--- src/rtl/pnc_pkg.sv ---
// Shared types and constants for the palette nearest color search block.
`timescale 1ns / 1ps

package pnc_pkg;

  localparam int ENTRIES_DEF = 256;
  localparam int COLOR_W     = 8;
  localparam int INDEX_SPAN  = 256;
  localparam int SQ_W        = 2 * COLOR_W;
  localparam int DIST_W      = SQ_W + 2;
  localparam int VERSION_W   = 32;

  localparam logic OP_WRITE = 1'b0;
  localparam logic OP_QUERY = 1'b1;

  typedef struct packed {
    logic [COLOR_W-1:0] red;
    logic [COLOR_W-1:0] green;
    logic [COLOR_W-1:0] blue;
  } rgb_t;

  typedef struct packed {
    logic we;
    logic re;
  } store_ctl_t;

  typedef struct packed {
    logic valid;
    logic last;
  } scan_tag_t;

  typedef enum logic [2:0] {
    ST_CLEAR,
    ST_IDLE,
    ST_SCAN,
    ST_DRAIN,
    ST_OUT
  } seq_state_t;

endpackage

--- src/rtl/pnc_dist.sv ---
// Two-stage squared RGB distance unit shared by every entry of a scan.
`timescale 1ns / 1ps

module pnc_dist #(
  parameter int IDX_W = $clog2(pnc_pkg::ENTRIES_DEF)
) (
  input  logic                           clk,
  input  logic                           rst_n,
  input  pnc_pkg::scan_tag_t             tag,
  input  logic [IDX_W-1:0]               idx,
  input  pnc_pkg::rgb_t                  entry,
  input  pnc_pkg::rgb_t                  query,
  output pnc_pkg::scan_tag_t             dist_tag_r,
  output logic [IDX_W-1:0]               dist_idx_r,
  output logic [pnc_pkg::DIST_W-1:0]     dist_r
);

  logic [pnc_pkg::COLOR_W-1:0] d_red, d_green, d_blue;
  logic [pnc_pkg::SQ_W-1:0]    sq_red_r, sq_green_r, sq_blue_r;
  pnc_pkg::scan_tag_t          sq_tag_r;
  logic [IDX_W-1:0]            sq_idx_r;

  assign d_red   = (query.red >= entry.red) ? query.red - entry.red : entry.red - query.red;
  assign d_green = (query.green >= entry.green) ? query.green - entry.green
                                                : entry.green - query.green;
  assign d_blue  = (query.blue >= entry.blue) ? query.blue - entry.blue
                                              : entry.blue - query.blue;

  always_ff @(posedge clk) begin
    sq_red_r   <= pnc_pkg::SQ_W'(d_red) * pnc_pkg::SQ_W'(d_red);
    sq_green_r <= pnc_pkg::SQ_W'(d_green) * pnc_pkg::SQ_W'(d_green);
    sq_blue_r  <= pnc_pkg::SQ_W'(d_blue) * pnc_pkg::SQ_W'(d_blue);
    sq_idx_r   <= idx;
    dist_r     <= pnc_pkg::DIST_W'(sq_red_r) + pnc_pkg::DIST_W'(sq_green_r)
                + pnc_pkg::DIST_W'(sq_blue_r);
    dist_idx_r <= sq_idx_r;
  end

  always_ff @(posedge clk) begin
    if (!rst_n) begin
      sq_tag_r   <= '0;
      dist_tag_r <= '0;
    end else begin
      sq_tag_r   <= tag;
      dist_tag_r <= sq_tag_r;
    end
  end

endmodule

--- config.mk ---
export PLATFORM = sky130hd
export DESIGN_NAME = pnc_dist
export DESIGN_NICKNAME = d
export VERILOG_FILES = /design/src/rtl/pnc_pkg.sv /design/src/rtl/pnc_dist.sv
export SDC_FILE = /design/constraint.sdc
export NUM_CORES = 1
export LEC_CHECK = 0
export ABC_AREA = 1
export BUFFER_PORTS_ARGS = -buffer_cell sky130_fd_sc_hd__buf_2
export CORE_UTILIZATION = 45
export CTS_CLUSTER_DIAMETER = 150
export DETAILED_ROUTE_END_ITERATION = 16
export HOLD_SLACK_MARGIN = 0.08
export PLACE_DENSITY_LB_ADDON = 0.15
export SYNTH_ARGS = -nofsm -noshare
export SYNTH_HDL_FRONTEND = slang
export SYNTH_SLANG_ARGS = --single-unit
--- constraint.sdc ---
create_clock -name clk -period 7.14 [get_ports clk]
set_clock_uncertainty 0.05 [all_clocks]
set_input_delay 1.071 -clock clk [delete_from_list [all_inputs] [get_ports clk]]
set_output_delay 1.071 -clock clk [all_outputs]
set_load 0.03 [all_outputs]
==> impl_metrics.toml <==
[routing]
routed_wl_mm = 20.1
drc = 2
vias = 8331
ant_nets = 0
drt_iter0_drc = 354
avgRoutedWirePerCell_um = 11.3
vias_per_cell = 4.70
drtPass1Iterations = 11

[clocking]
cts_root_buf = "clkbuf_16"
cts_tree = "built"
numCtsBuffers = 9
htreeDepth = 3
postCtsSetupBuffers = 0
clk_pin_slew_ns = 0.06
post_cts_resized = 0
clk_latency_ns = 0.33
clkSinkCount = 83
clockBufferDepth = 2
cts_hold_buf = 0

[logic_synthesis]
synth_seq_cells = 83
synth_common_cells = "322 x nand2_1, 305 x inv_1, 149 x ha_1"
avgSynthCellArea_um2 = 7.42
synth-xor-area-share_pct = 5.43
async_flop_share_pct = 0
synth_top_family_by_area = "adder cells"
synth.most_common_cell = "nand2_1"
synth-seq-area-share_pct = 16.1
synth_top_area_share_pct = 18.8
synth_compound_area_share_pct = 6.83
synth_area_leaders = "fa_1 19%, ha_1 18%, dfxtp_1 16%"
synth_edf_count = 0
yosysWarnings = 0
postSynthCellCount = 1391
synthAdderAreaFrac_pct = 36.9
synthFlopType = "dfxtp_1"
yosys.area.top_type = "fa_1"
synth_cell_types = 36
synthSimpleGateAreaFrac_pct = 22.6
synthMuxAreaShare_pct = 0
syn_area_um2 = 10300

[cells_and_area]
post_route_cells_drive_above_1_share_pct = 10.6
multi_input_area_um2 = 7420
synthToLayoutAreaGrowth_pct = 10.2
finalInstanceArea_um2 = 11400
fillers = 2263
ff_latch_area_um2 = 1660
nNetsFinal = 1789
diodes = 0

[grt]
grt_pass1_vias = 8207
antenna_found_initial = 0
grt_pass1_wl_mm = 35.5
grt_max_degree = 16
overflow = 0
track_usage_pct = 18.0

[placed_design]
io_buffer_count = 87
gp_congestion = 0.882
hpwl_mm = 17.7
place_area_um2 = 11100

[setup_path]
cp-start-kind = "input pin"
crit_path_top_delay_cell = "fa_1"
cp_max_fo = 11
cpMostUsedCell = "nand2_1"
cp.arrival_ns = 6.31
crit_type = "in2reg"
critPathCaptureType = "flop"
crit_required_ns = 7.32
cpPeakStageDelay_ns = 0.55

[sta]
rsz0062_at_grt = "false"
drv_slew = 0
report.final.hold_viol_count = 0
setup_viol = 0
fin_crit_sh_pct = 85.9
fmax_mhz = 163
finalCriticalPeriod_ns = 6.13
timing.setup.tns_ns = 0

[status]
status = "finished, violations left"
violations = "design-rule violations"

[floorplan]
die-area_um2 = 23500
dieHeight_um = 153
start_util_pct = 45.7
io_pins = 88
die_w_um = 153
placementRows = 55
core_um2 = 22600

[run]
drv_cap = 0

[min_path]
hold_class = "reg2reg"
## logic make-up (layout without fill, tap and decap cells)
kind of cell,after synthesis,in the layout
adders and majority gates,246,246
and+or+nand+nor,555,555
DFF,83,83
xor gates and xnor gates,64,64
other,1,3
buffers and inverters,323,418
AOI/OAI and AO/OA,119,119
## layout make-up
cell class / instances / share of cell area (%)
timing repair buffer: 87 / 3.83
tap: 285 / 3.14
clock inverter: 6 / 0.627
clock buffer: 10 / 2.10
sequential: 83 / 14.6
inverter: 315 / 10.4
multi-input combinational: 987 / 65.2
## layout by cell type, fill, tap and decap left out, drive strengths merged, types with 10 or more instances in the layout
master  count
nand2     348
inv       317
ha        149
nor2      127
fa         97
buf        87
dfxtp      83
nand3      63
a21oi      58
xor2       43
o21ai      30
xnor2      21
nand4      11
o21bai     11
clkbuf     10
## per-layer routing
metal / vias up / track usage (%) / part of all wire (%)
met5: - / 0 / 0
met1: 3761 / 24.6 / 51
met3: 9 / 2.32 / 2.9
li1: 4417 / - / -
met4: 0 / 3.00 / 0.50
met2: 144 / 30.6 / 46
## state kept, by name (all words and copies together), names as in the netlist
| name | cells |
|---|---|
| dist_idx_r | 8 |
| sq_green_r | 15 |
| sq_idx_r | 8 |
| dist_r | 18 |
| sq_red_r | 15 |
| sq_blue_r | 15 |
| dist_tag_r | 2 |
| sq_tag_r | 2 |
## final timing paths
path                    start            end  slack, ns  depth (start not counted)
setup / recovery     query[0]  sq_blue_r[12]       1.01                         29
hold / removal    sq_idx_r[7]  dist_idx_r[7]       0.27                          0
setup reg to reg  sq_red_r[4]     dist_r[17]       4.61                         10
hold reg to reg   sq_idx_r[7]  dist_idx_r[7]       0.27                          0
## per-stage QoR
step | utilization [%] | setup slack [ns] | std cells | hold slack (ns)
floorplan | - | 1.13 | 1393 | 0.260
CTS | 50.4 | 0.957 | 1773 | 0.276
finish | 50.4 | 1.01 | 1773 | 0.275
global route | 50.4 | 0.528 | 1773 | 0.285
global placement | 49.0 | 0.766 | 1757 | 0.260
detailed placement | 49.0 | 0.595 | 1757 | 0.262
## worst max-delay path: cells and delay by family
family | cells | cell delay (ns)
AO/OA/AOI/OAI | 4 | 0.81
XOR/XNOR | 1 | 0.13
adder cells (fa/ha/maj) | 6 | 2.51
buffers and inverters | 6 | 0.42
AND/OR/NAND/NOR | 12 | 1.37
Power is not shown: default switching activity piles up to over one toggle a cycle in this logic, so the estimate is an artifact.
