`config.mk`:
```
export PLATFORM = sky130hd
export DESIGN_NAME = pnc_best
export DESIGN_NICKNAME = d
export VERILOG_FILES = /design/src/rtl/pnc_pkg.sv /design/src/rtl/pnc_best.sv
export SDC_FILE = /design/constraint.sdc
export NUM_CORES = 1
export LEC_CHECK = 0
export BUFFER_PORTS_ARGS = -buffer_cell sky130_fd_sc_hd__buf_4
export CAP_MARGIN = 20
export CORE_ASPECT_RATIO = 1.1
export CORE_MARGIN = 2
export CORE_UTILIZATION = 35
export DETAILED_ROUTE_END_ITERATION = 7
export GPL_ROUTABILITY_DRIVEN = 1
export GPL_TIMING_DRIVEN = 0
export HOLD_SLACK_MARGIN = 0.03
export MAX_ROUTING_LAYER = met4
export PLACE_DENSITY_LB_ADDON = 0.3
export SLEW_MARGIN = 20
export SYNTH_ARGS = -nofsm -noshare
export SYNTH_HDL_FRONTEND = slang
export SYNTH_SLANG_ARGS = --single-unit
```
`constraint.sdc`:
```
create_clock -name clk -period 1.86 [get_ports clk]
set_input_delay 0.093 -clock clk [delete_from_list [all_inputs] [get_ports clk]]
set_output_delay 0.093 -clock clk [all_outputs]
set_load 0.01 [all_outputs]
```
`src/rtl/pnc_pkg.sv`:
```
// Shared types and constants for the palette nearest color search block.
`timescale 1ns / 1ps

package pnc_pkg;

  localparam int ENTRIES_DEF = 256;
  localparam int COLOR_W     = 8;
  localparam int INDEX_SPAN  = 256;
  localparam int SQ_W        = 2 * COLOR_W;
  localparam int DIST_W      = SQ_W + 2;
  localparam int VERSION_W   = 32;

  localparam logic OP_WRITE = 1'b0;
  localparam logic OP_QUERY = 1'b1;

  typedef struct packed {
    logic [COLOR_W-1:0] red;
    logic [COLOR_W-1:0] green;
    logic [COLOR_W-1:0] blue;
  } rgb_t;

  typedef struct packed {
    logic we;
    logic re;
  } store_ctl_t;

  typedef struct packed {
    logic valid;
    logic last;
  } scan_tag_t;

  typedef enum logic [2:0] {
    ST_CLEAR,
    ST_IDLE,
    ST_SCAN,
    ST_DRAIN,
    ST_OUT
  } seq_state_t;

endpackage

```
`src/rtl/pnc_best.sv`:
```
// Running minimum tracker: keeps the first index with the least distance.
`timescale 1ns / 1ps

module pnc_best #(
  parameter int IDX_W = $clog2(pnc_pkg::ENTRIES_DEF)
) (
  input  logic                       clk,
  input  logic                       rst_n,
  input  logic                       start,
  input  pnc_pkg::scan_tag_t         tag,
  input  logic [IDX_W-1:0]           idx,
  input  logic [pnc_pkg::DIST_W-1:0] cand_dist,
  output logic                       done_r,
  output logic [IDX_W-1:0]           best_idx_r
);

  logic [pnc_pkg::DIST_W-1:0] best_dist_r;

  always_ff @(posedge clk) begin
    if (start) begin
      best_dist_r <= '1;
      best_idx_r  <= '0;
    end else if (tag.valid && (cand_dist < best_dist_r)) begin
      best_dist_r <= cand_dist;
      best_idx_r  <= idx;
    end
  end

  always_ff @(posedge clk) begin
    if (!rst_n) begin
      done_r <= 1'b0;
    end else begin
      done_r <= tag.valid && tag.last;
    end
  end

endmodule

```
==> results.toml, run 1 <==
[power]
power.density_nw_per_um2 = 655
p_total_mw = 1.38
peakVddDrop_mv = 0.421
p_leak_nw = 1.11

[worst_hold_path]
holdCritPathClass = "input pin to flop"

[logic_synthesis]
syn_avg_cell_area_um2 = 8.93
seq_area_frac_synth_pct = 34.8
yosysTopAreaCellShare_pct = 34.8
yosys_register_bits = 27
synth_top_cells_by_area = "dfxtp_1 (35%), mux2i_1 (17%), ha_1 (14%), nor2_1 (9.4%), nand2b_1 (6.4%)"
ys_warn_count = 0
synthesis.instances = 174
syn-num-nets = 222
yosysTopAreaCell = "dfxtp_1"
syn_area_um2 = 1550
synth_cell_types = 24

[sta]
worst_pin_slew_ns = 0.468
final.period_utilization_pct = 107
hold_violations = 0
slew_violations = 0
max_freq_ghz = 0.501
rsz0062_at_grt = "yes"
fin_ws_ns = -0.135
fin_skew_ns = 0.00640
finalSetupViolCount = 26
period_needed_ns = 2.00
max-slew-margin-rel_pct = 68.8

[route]
vias = 1285
wl_per_cell_um = 11.3
wl_met1_mm = 1.44
met3WireLength_um = 156
drc = 0
first_iter_violations = 32
routed_wl_mm = 3.09
dr_wl_met2_mm = 1.47
drtAntennaViolNets = 0
first_pass_iters = 5
top_layer_used = "met4"
viasPerCell = 4.69

[final_layout]
final_cell_count_no_fill = 274
syn_to_final_growth_pct = 36.0
layout_common_cells = "nor2_1 (39), buf_4 (39), mux2i_1 (26), dfxtp_1 (21), nand2b_1 (16)"
drive_gt1_share_pct = 31.4
nNetsFinal = 269
utilization_pct = 49.3
antenna_cells = 0
fillerInstances = 420

[floorplan]
ioPinCount = 40
core_area_um2 = 4290
start_util_pct = 36.3
die_w_um = 67.5
die_h_um = 73.9
rows = 25
die-area_um2 = 4990

[critical_path]
crit_path_end_kind = "flop"
worst_setup_path_start_kind = "flop"
r2r_slack_ns = -0.14
worstSetupStartpoint = "best_dist_r[5]"
cp.arrival_ns = 2.16
path_buf_inv = 3
crit_path_max_incr_delay_ns = 0.35
r2r_cells = 9
crit_family = "compound AO/OA/AOI/OAI gates"
reg2reg_to = "best_dist_r[10]"
crit_end = "best_dist_r[10]"
r2r_start = "best_dist_r[5]"
required_ns = 2.02
crit_cells = 9
critPathSlowestCell = "dfxtp_2"
path_cells = "inv_2 -> ha_4 -> and4_1 -> a221oi_2 -> o21ai_1 -> a211o_1 -> buf_6 -> clkbuf_16 -> mux2i_1"
critPathMaxFanout = 5
crit_type = "flop to flop"

[global_route]
grt_usage_pct = 13.3
antenna_found_initial = 0
grt_pass1_wl_mm = 5.12
grt_pass1_vias = 1223
grt_max_degree = 17
grt.overflow.total = 0

[clock_network]
cts.sinks = 27
path_clk_slew_ns = 0.10
tritoncts = "yes"
worstSkewPairLatency_ns = 0.27
hold_buffers = 0
cts_buffer_depth = 2
cts_made_buffers = 3
root_buffer = "clkbuf_8"
htree_levels = 1

[run_status]
violations = "setup timing"
status = "finished with violations"

[run]
maxCapViolations = 0

[placed_design]
dp.cells = 266
gp_congestion = 0.679
hpwl_mm = 2.25
port_buffers = 38
-- power breakdown --
part | total [mW] | switching, mW | internal, mW | leakage [nW]
Combinational | 0.389 | 0.166 | 0.223 | 0.870
Sequential | 0.652 | 0.0247 | 0.628 | 0.221
Clock | 0.342 | 0.190 | 0.152 | 0.0217
-- metal layers --
metal  up-vias  GRT usage [%]
met4         0           3.40
met5         -              -
met2        28           22.4
met3         2           1.99
li1        666              -
met1       589           16.6
-- stage by stage --
step	hold WS, ns	instance area (µm²)	setup WS (ns)	TNS [ns]
after floorplan	0.239	1570	0.00551	0
after global placement	0.328	1920	-0.128	-2.46
after detailed placement	0.336	1920	-0.132	-2.45
after CTS	0.0490	2060	-0.100	-2.13
after global routing	0.0595	2110	-0.189	-4.35
final	0.0515	2110	-0.135	-2.84
-- repair_timing --
action,4_1_cts,5_1_grt
setup endpoints to repair,21,26
gates cloned,1,1
gates resized for setup,12,6
buffers inserted,1,1
pin swaps,1,1
-- Yosys cell counts --
library cell,instances
a21oi_1,4
buf_12,2
nand2_1,1
nand4_1,3
a221oi_2,1
mux2i_1,26
nand3b_1,1
a211o_1,1
a211oi_1,1
nor2b_1,1
ha_1,17
o21ai_1,1
and4_1,1
and3_1,1
nand3_1,2
clkbuf_1,6
dfxtp_1,27
nor2_1,39
a21o_1,2
nand2b_4,1
buf_6,1
o21ai_0,2
nand2b_1,16
inv_1,17
-- registers in the layout, indices dropped and copies added (netlist names) --
signal	flops
best_dist_r	18
best_idx_r	8
done_r	1
-- worst min-delay path by stage --
stage	startpoint	end	slack (ns)	depth (start not counted)
2_1_floorplan	tag[1]	done_r	0.24	1
3_3_place_gp	tag[0]	done_r	0.33	2
3_5_place_dp	tag[0]	done_r	0.34	2
4_1_cts	tag[0]	done_r	0.05	2
5_1_grt	tag[0]	done_r	0.06	2
6_report	tag[0]	done_r	0.05	2
-- area by class of cell --
cell class	instances	area (µm²)	share of cell area [%]
clock inverter	1	7.51	0.355
inverter	17	63.8	3.02
tap	54	67.6	3.20
timing repair buffer	42	365	17.3
sequential	27	548	25.9
multi-input combinational	121	946	44.8
buffer	9	73.8	3.49
clock buffer	3	41.3	1.95
-- cells by family (layout without fill, tap and decap cells) --
family	count (synthesis)	in the layout	share of synthesized area, %
simple gates	66	66	20.7
flops	27	27	34.8
mux	26	26	16.7
buf+inv	26	72	8.86
fa+ha+maj	17	17	13.7
compound gates	12	12	5.23
Power figures use the tool's default switching activity.
==> run 2, diff against run 1 <==
--- a/config.mk
+++ b/config.mk
@@ -16,7 +16,7 @@
 export HOLD_SLACK_MARGIN = 0.03
 export MAX_ROUTING_LAYER = met4
 export PLACE_DENSITY_LB_ADDON = 0.3
-export SLEW_MARGIN = 20
+export SETUP_SLACK_MARGIN = 0.02
 export SYNTH_ARGS = -nofsm -noshare
 export SYNTH_HDL_FRONTEND = slang
 export SYNTH_SLANG_ARGS = --single-unit
==> run 2 against run 1 <==
Compared with the run above:
- the flow still finishes with violations (setup timing)
- power shrank 0.99%
- sequential share of layout area up 0.22 points
- sequential cell count did not move
- non-clock buffer count decreased by 1
- via count fell by 1.3%
- die area unchanged
- setup slack improved by 0.029 ns
- fmax rose by 1.5%
- critical path type unchanged
- largest cell class unchanged
- largest power group unchanged
- highest routed layer unchanged
==> results.toml, run 2 (synthesis results as in run 1) <==
[run_status]
status = "finished with violations"
violations = "setup timing"

[global_route]
top_usage_layer = "met2"
grt.met2_usage_pct = 24.7
antenna_found_initial = 0
grt.overflow.total = 0
grt_pass1_wl_mm = 5.09
use_met1_pct = 15.6
grt_usage_pct = 13.8
grt.met3_usage_pct = 2.45
grt_pass1_vias = 1185
grt_max_degree = 16

[worst_hold_path]
worstHoldEndpoint = "done_r"
holdCritStartpoint = "tag[0]"
holdPathStages = 2
holdCritPathClass = "input pin to flop"

[power]
sequentialPowerShare_pct = 47.6
p_int_uw = 996
power.switching_uw = 373
combPwrFrac_pct = 28.0
swShare_pct = 27.3
power.density_nw_per_um2 = 655
peakVddDrop_mv = 0.380
p_leak_nw = 1.12
p_total_mw = 1.37
power_frac_clock_pct = 24.4

[final_layout]
antenna_cells = 0
utilization_pct = 48.8
final-seq-area_um2 = 547
top_regs = "best_dist_r (18), best_idx_r (8), done_r (1)"
multi_input_comb_area_um2 = 935
fillerInstances = 425
layout_common_cells = "nor2_1 (39), buf_4 (38), mux2i_1 (26), dfxtp_1 (22), nand2b_1 (16)"
regMostFlops = "best_dist_r"
largest_reg_flops = 18
drive_gt1_share_pct = 29.7
nNetsFinal = 268
layout_commonest_cell = "nor2_1"
syn_to_final_growth_pct = 34.5
final_area_um2 = 2090

[critical_path]
path_buf_inv = 3
cp.arrival_ns = 2.13
crit_path_end_kind = "flop"
worst_setup_path_start_kind = "flop"
required_ns = 2.03
r2r_cells = 9
r2r_slack_ns = -0.11
r2r_start = "best_dist_r[4]"
crit_path_max_incr_delay_ns = 0.34
critPathMaxFanout = 5
critPathSlowestCell = "dfxtp_2"
reg2reg_to = "best_dist_r[11]"
crit_type = "flop to flop"
crit_family = "compound AO/OA/AOI/OAI gates"
path_cells = "inv_2 -> ha_4 -> and4_1 -> a221oi_2 -> o21ai_1 -> a211o_1 -> buf_6 -> clkbuf_16 -> mux2i_1"

[floorplan]
die-area_um2 = 4990
die_h_um = 73.9
ioPinCount = 40
core_area_um2 = 4290
start_util_pct = 36.3
rows = 25
die_w_um = 67.5

[clock_network]
htree_levels = 1
cts_made_buffers = 3
path_clk_slew_ns = 0.09
cts.sinks = 27
root_buffer = "clkbuf_8"
worstSkewPairLatency_ns = 0.27
tritoncts = "yes"
cts_buffer_depth = 2

[sta]
slew_violations = 0
worst_pin_slew_ns = 0.482
max-slew-margin-rel_pct = 67.9
final.period_utilization_pct = 106
finalSetupViolCount = 26
period_needed_ns = 1.97
fin_ws_ns = -0.106
fin_skew_ns = 0.00173
hold_violations = 0
rsz0062_at_grt = "yes"
max_freq_ghz = 0.509
setup_tns_ns = -2.15

[placed_design]
hpwl_mm = 2.30
gp_congestion = 0.804
dpl_worst_slack_ns = -0.131
port_buffers = 38
placedInstanceArea_um2 = 1930

[route]
viasPerCell = 4.64
vias = 1268
first_iter_violations = 28
first_pass_iters = 4
routed_wl_mm = 3.08
drtAntennaViolNets = 0
drc = 0
wl_per_cell_um = 11.3

[run]
maxCapViolations = 0
==> run 2: layout make-up <==
class	instances	share of cell area [%]
Clock inverter	1	0.239
Sequential cell	27	26.2
Clock buffer	3	1.97
Multi-Input combinational cell	121	44.7
Buffer	9	3.53
Inverter	17	3.05
Timing Repair Buffer	41	17.1
Tap cell	54	3.23
==> run 2: worst register-to-register path: stages (launching register included) <==
cell       delay, ns
dfxtp_2         0.34
inv_2           0.04
ha_4            0.22
and4_1          0.19
a221oi_2        0.28
o21ai_1         0.09
a211o_1         0.27
buf_6           0.16
clkbuf_16       0.16
mux2i_1         0.11
==> run 2: power by group through the flow <==
stage | sequential, mW | combinational [mW] | clock, mW
global route | 0.659 | 0.424 | 0.375
finish | 0.652 | 0.383 | 0.334
global placement | 0.662 | 0.334 | 0
CTS | 0.652 | 0.371 | 0.353
floorplan | 0.667 | 0.212 | 0
detailed placement | 0.663 | 0.337 | 0
==> run 2: worst max path at each step <==
stage | slack [ns] | startpoint | to | depth (start not counted)
global placement | -0.12 | best_dist_r[1] | best_dist_r[4] | 9
floorplan | 0.01 | best_dist_r[3] | best_dist_r[2] | 9
CTS | -0.10 | best_dist_r[4] | best_dist_r[4] | 9
finish | -0.11 | best_dist_r[4] | best_dist_r[11] | 9
global route | -0.17 | best_dist_r[7] | best_dist_r[13] | 10
detailed placement | -0.13 | best_dist_r[1] | best_idx_r[4] | 9
==> run 2: layer usage <==
layer	part of all wire (%)	wire length [µm]
met1	45	1380
met2	50	1540
met3	4.7	145
met4	0.62	19
met5	0	0
==> run 2: through the flow <==
stage / instances / hold slack [ns]
floorplan: 174 / 0.239
global placement: 266 / 0.332
detailed placement: 266 / 0.333
CTS: 272 / 0.0449
global route: 273 / 0.0516
finish: 273 / 0.0512
==> run 2: timing repair <==
action | 4_1_cts | 5_1_grt
hold buffers | 0 | 0
setup buffers | 1 | 0
resized for setup | 9 | 3
pin swaps | 1 | 0
setup endpoints to repair | 26 | 26
gates cloned | 1 | 1
==> run 3, diff against run 2 <==
--- a/config.mk
+++ b/config.mk
@@ -5,7 +5,7 @@
 export SDC_FILE = /design/constraint.sdc
 export NUM_CORES = 1
 export LEC_CHECK = 0
-export BUFFER_PORTS_ARGS = -buffer_cell sky130_fd_sc_hd__buf_4
+export BUFFER_PORTS_ARGS = -buffer_cell sky130_fd_sc_hd__buf_2
 export CAP_MARGIN = 20
 export CORE_ASPECT_RATIO = 1.1
 export CORE_MARGIN = 2
@@ -15,7 +15,7 @@
 export GPL_TIMING_DRIVEN = 0
 export HOLD_SLACK_MARGIN = 0.03
 export MAX_ROUTING_LAYER = met4
-export PLACE_DENSITY_LB_ADDON = 0.3
+export PLACE_DENSITY = 0.59
 export SETUP_SLACK_MARGIN = 0.02
 export SYNTH_ARGS = -nofsm -noshare
 export SYNTH_HDL_FRONTEND = slang
==> run 3 against run 2 <==
Compared with the run above:
- the flow still finishes with violations (setup timing)
- sequential share of layout area grew 1.3 points
- clock skew grew 0.0026 ns
- design area shrank 5.1%
- global-route usage shrank 0.81 points
- sequential cell count is the same
- highest routed layer unchanged
==> results.toml, run 3 (synthesis results as in run 1) <==
[sta]
max_freq_ghz = 0.518
finalHoldWorstSlack_ns = 0.0445
fin_skew_ns = 0.00433
slew_violations = 0
rsz0062_at_grt = "yes"
max-slew-margin-rel_pct = 67.1
final.period_utilization_pct = 104
hold_violations = 0
worst_pin_slew_ns = 0.493
period_needed_ns = 1.93
finalSetupViolCount = 26
fin_ws_ns = -0.0719

[placed_design]
hpwl_mm = 2.23
dp.cells = 266
gp_congestion = 0.758
port_buffers = 38

[final_layout]
layout_commonest_cell = "nor2_1"
drive_gt1_share_pct = 29.4
antenna_cells = 0
final_cell_count_no_fill = 272
syn_to_final_growth_pct = 27.7
largest_reg_flops = 18
nNetsFinal = 267
layout_common_cells = "nor2_1 (39), buf_2 (38), mux2i_1 (26), dfxtp_1 (23), nand2b_1 (16)"
regMostFlops = "best_dist_r"
fillerInstances = 419
top_regs = "best_dist_r (18), best_idx_r (8), done_r (1)"

[clock_network]
hold_buffers = 0
cts_made_buffers = 3
cts_buffer_depth = 2
worstSkewPairLatency_ns = 0.28
cts.sinks = 27
path_clk_slew_ns = 0.10
htree_levels = 1
tritoncts = "yes"
root_buffer = "clkbuf_8"

[global_route]
grt_pass1_wl_mm = 4.92
grt_max_degree = 17
grt_usage_pct = 13.0
antenna_found_initial = 0
grt_pass1_vias = 1167
grt.overflow.total = 0

[run_status]
status = "finished with violations"
violations = "setup timing"

[critical_path]
cp.arrival_ns = 2.10
crit_type = "flop to flop"
crit_path_max_incr_delay_ns = 0.35
crit_path_end_kind = "flop"
critPathSlowestCell = "dfxtp_2"
worst_setup_path_start_kind = "flop"
required_ns = 2.03
r2r_cells = 9
critPathMaxFanout = 10
path_cells = "inv_2 -> ha_4 -> and4_1 -> a221oi_2 -> o21ai_1 -> a211o_1 -> buf_6 -> buf_12 -> mux2i_1"

[route]
first_iter_violations = 47
routed_wl_mm = 2.85
drtAntennaViolNets = 0
first_pass_iters = 2
viasPerCell = 4.50
vias = 1225
wl_per_cell_um = 10.5
drc = 0

[floorplan]
start_util_pct = 36.3
die_w_um = 67.5
ioPinCount = 40
rows = 25
die_h_um = 73.9
die-area_um2 = 4990
core_area_um2 = 4290

[worst_hold_path]
holdPathStages = 2
holdCritPathClass = "input pin to flop"

[power]
power.switching_uw = 386
combPwrFrac_pct = 25.5
sequentialPowerShare_pct = 48.2
swShare_pct = 28.6
power.density_nw_per_um2 = 680
p_int_uw = 964
power_frac_clock_pct = 26.4
p_leak_nw = 1.07
peakVddDrop_mv = 0.357

[run]
maxCapViolations = 0
[run 3: power groups by stage]
stage | combinational (mW) | sequential [mW] | clock [mW]
global placement | 0.311 | 0.661 | 0
CTS | 0.347 | 0.650 | 0.364
detailed placement | 0.313 | 0.662 | 0
global route | 0.387 | 0.655 | 0.386
floorplan | 0.212 | 0.667 | 0
finish | 0.344 | 0.650 | 0.356
[run 3: path summary, 6_finish.rpt]
| path | end | slack, ns | from |
|---|---|---|---|
| worst max-delay path | best_dist_r[3] | -0.07 | best_dist_r[4] |
| worst min-delay path | done_r | 0.04 | tag[0] |
| worst max register to register | best_dist_r[3] | -0.07 | best_dist_r[4] |
| worst min register to register | best_idx_r[1] | 0.48 | best_idx_r[1] |
[run 3: metal layers]
metal / global-route usage (%) / routed length, µm
met1: 16.6 / 1370
met2: 21.2 / 1310
met3: 2.30 / 147
met4: 2.72 / 18
met5: - / 0
[run 3: cell type report]
cell class | instances | area [µm²] | area share (%)
clock inverter | 1 | 7.51 | 0.378
clock buffer | 3 | 41.3 | 2.08
multi-input combinational | 121 | 947 | 47.7
inverter | 17 | 63.8 | 3.22
buffer | 9 | 73.8 | 3.72
timing repair buffer | 40 | 238 | 12.0
tap | 54 | 67.6 | 3.40
sequential | 27 | 546 | 27.5
[run 3: metrics by stage]
stage          instance area [µm²]  power (mW)  worst slack, ns  TNS, ns  util, %
6_report                      1980        1.35          -0.0719    -1.29     46.3
2_1_floorplan                 1580       0.879           0.0108        0        -
5_1_grt                       1980        1.43           -0.168    -3.68     46.3
4_1_cts                       1980        1.36          -0.0828    -1.65     46.1
3_5_place_dp                  1840       0.974           -0.148    -2.76     42.9
3_3_place_gp                  1840       0.972           -0.138    -2.56     42.9
[run 3: repair_timing]
item | 4_1_cts | 5_1_grt
gates resized for setup | 10 | 2
endpoints found under the setup margin | 26 | 26
cloned | 1 | 0
buffers inserted | 1 | 0
[run 3: critical path, delay by kind of cell (launching register included)]
kind                     cells  cell delay [ns]
flip-flops                   1             0.35
AND/OR/NAND/NOR              1             0.19
multiplexers                 1             0.12
AO/OA/AOI/OAI                3             0.62
buffers and inverters        3             0.34
adder cells (fa/ha/maj)      1             0.21
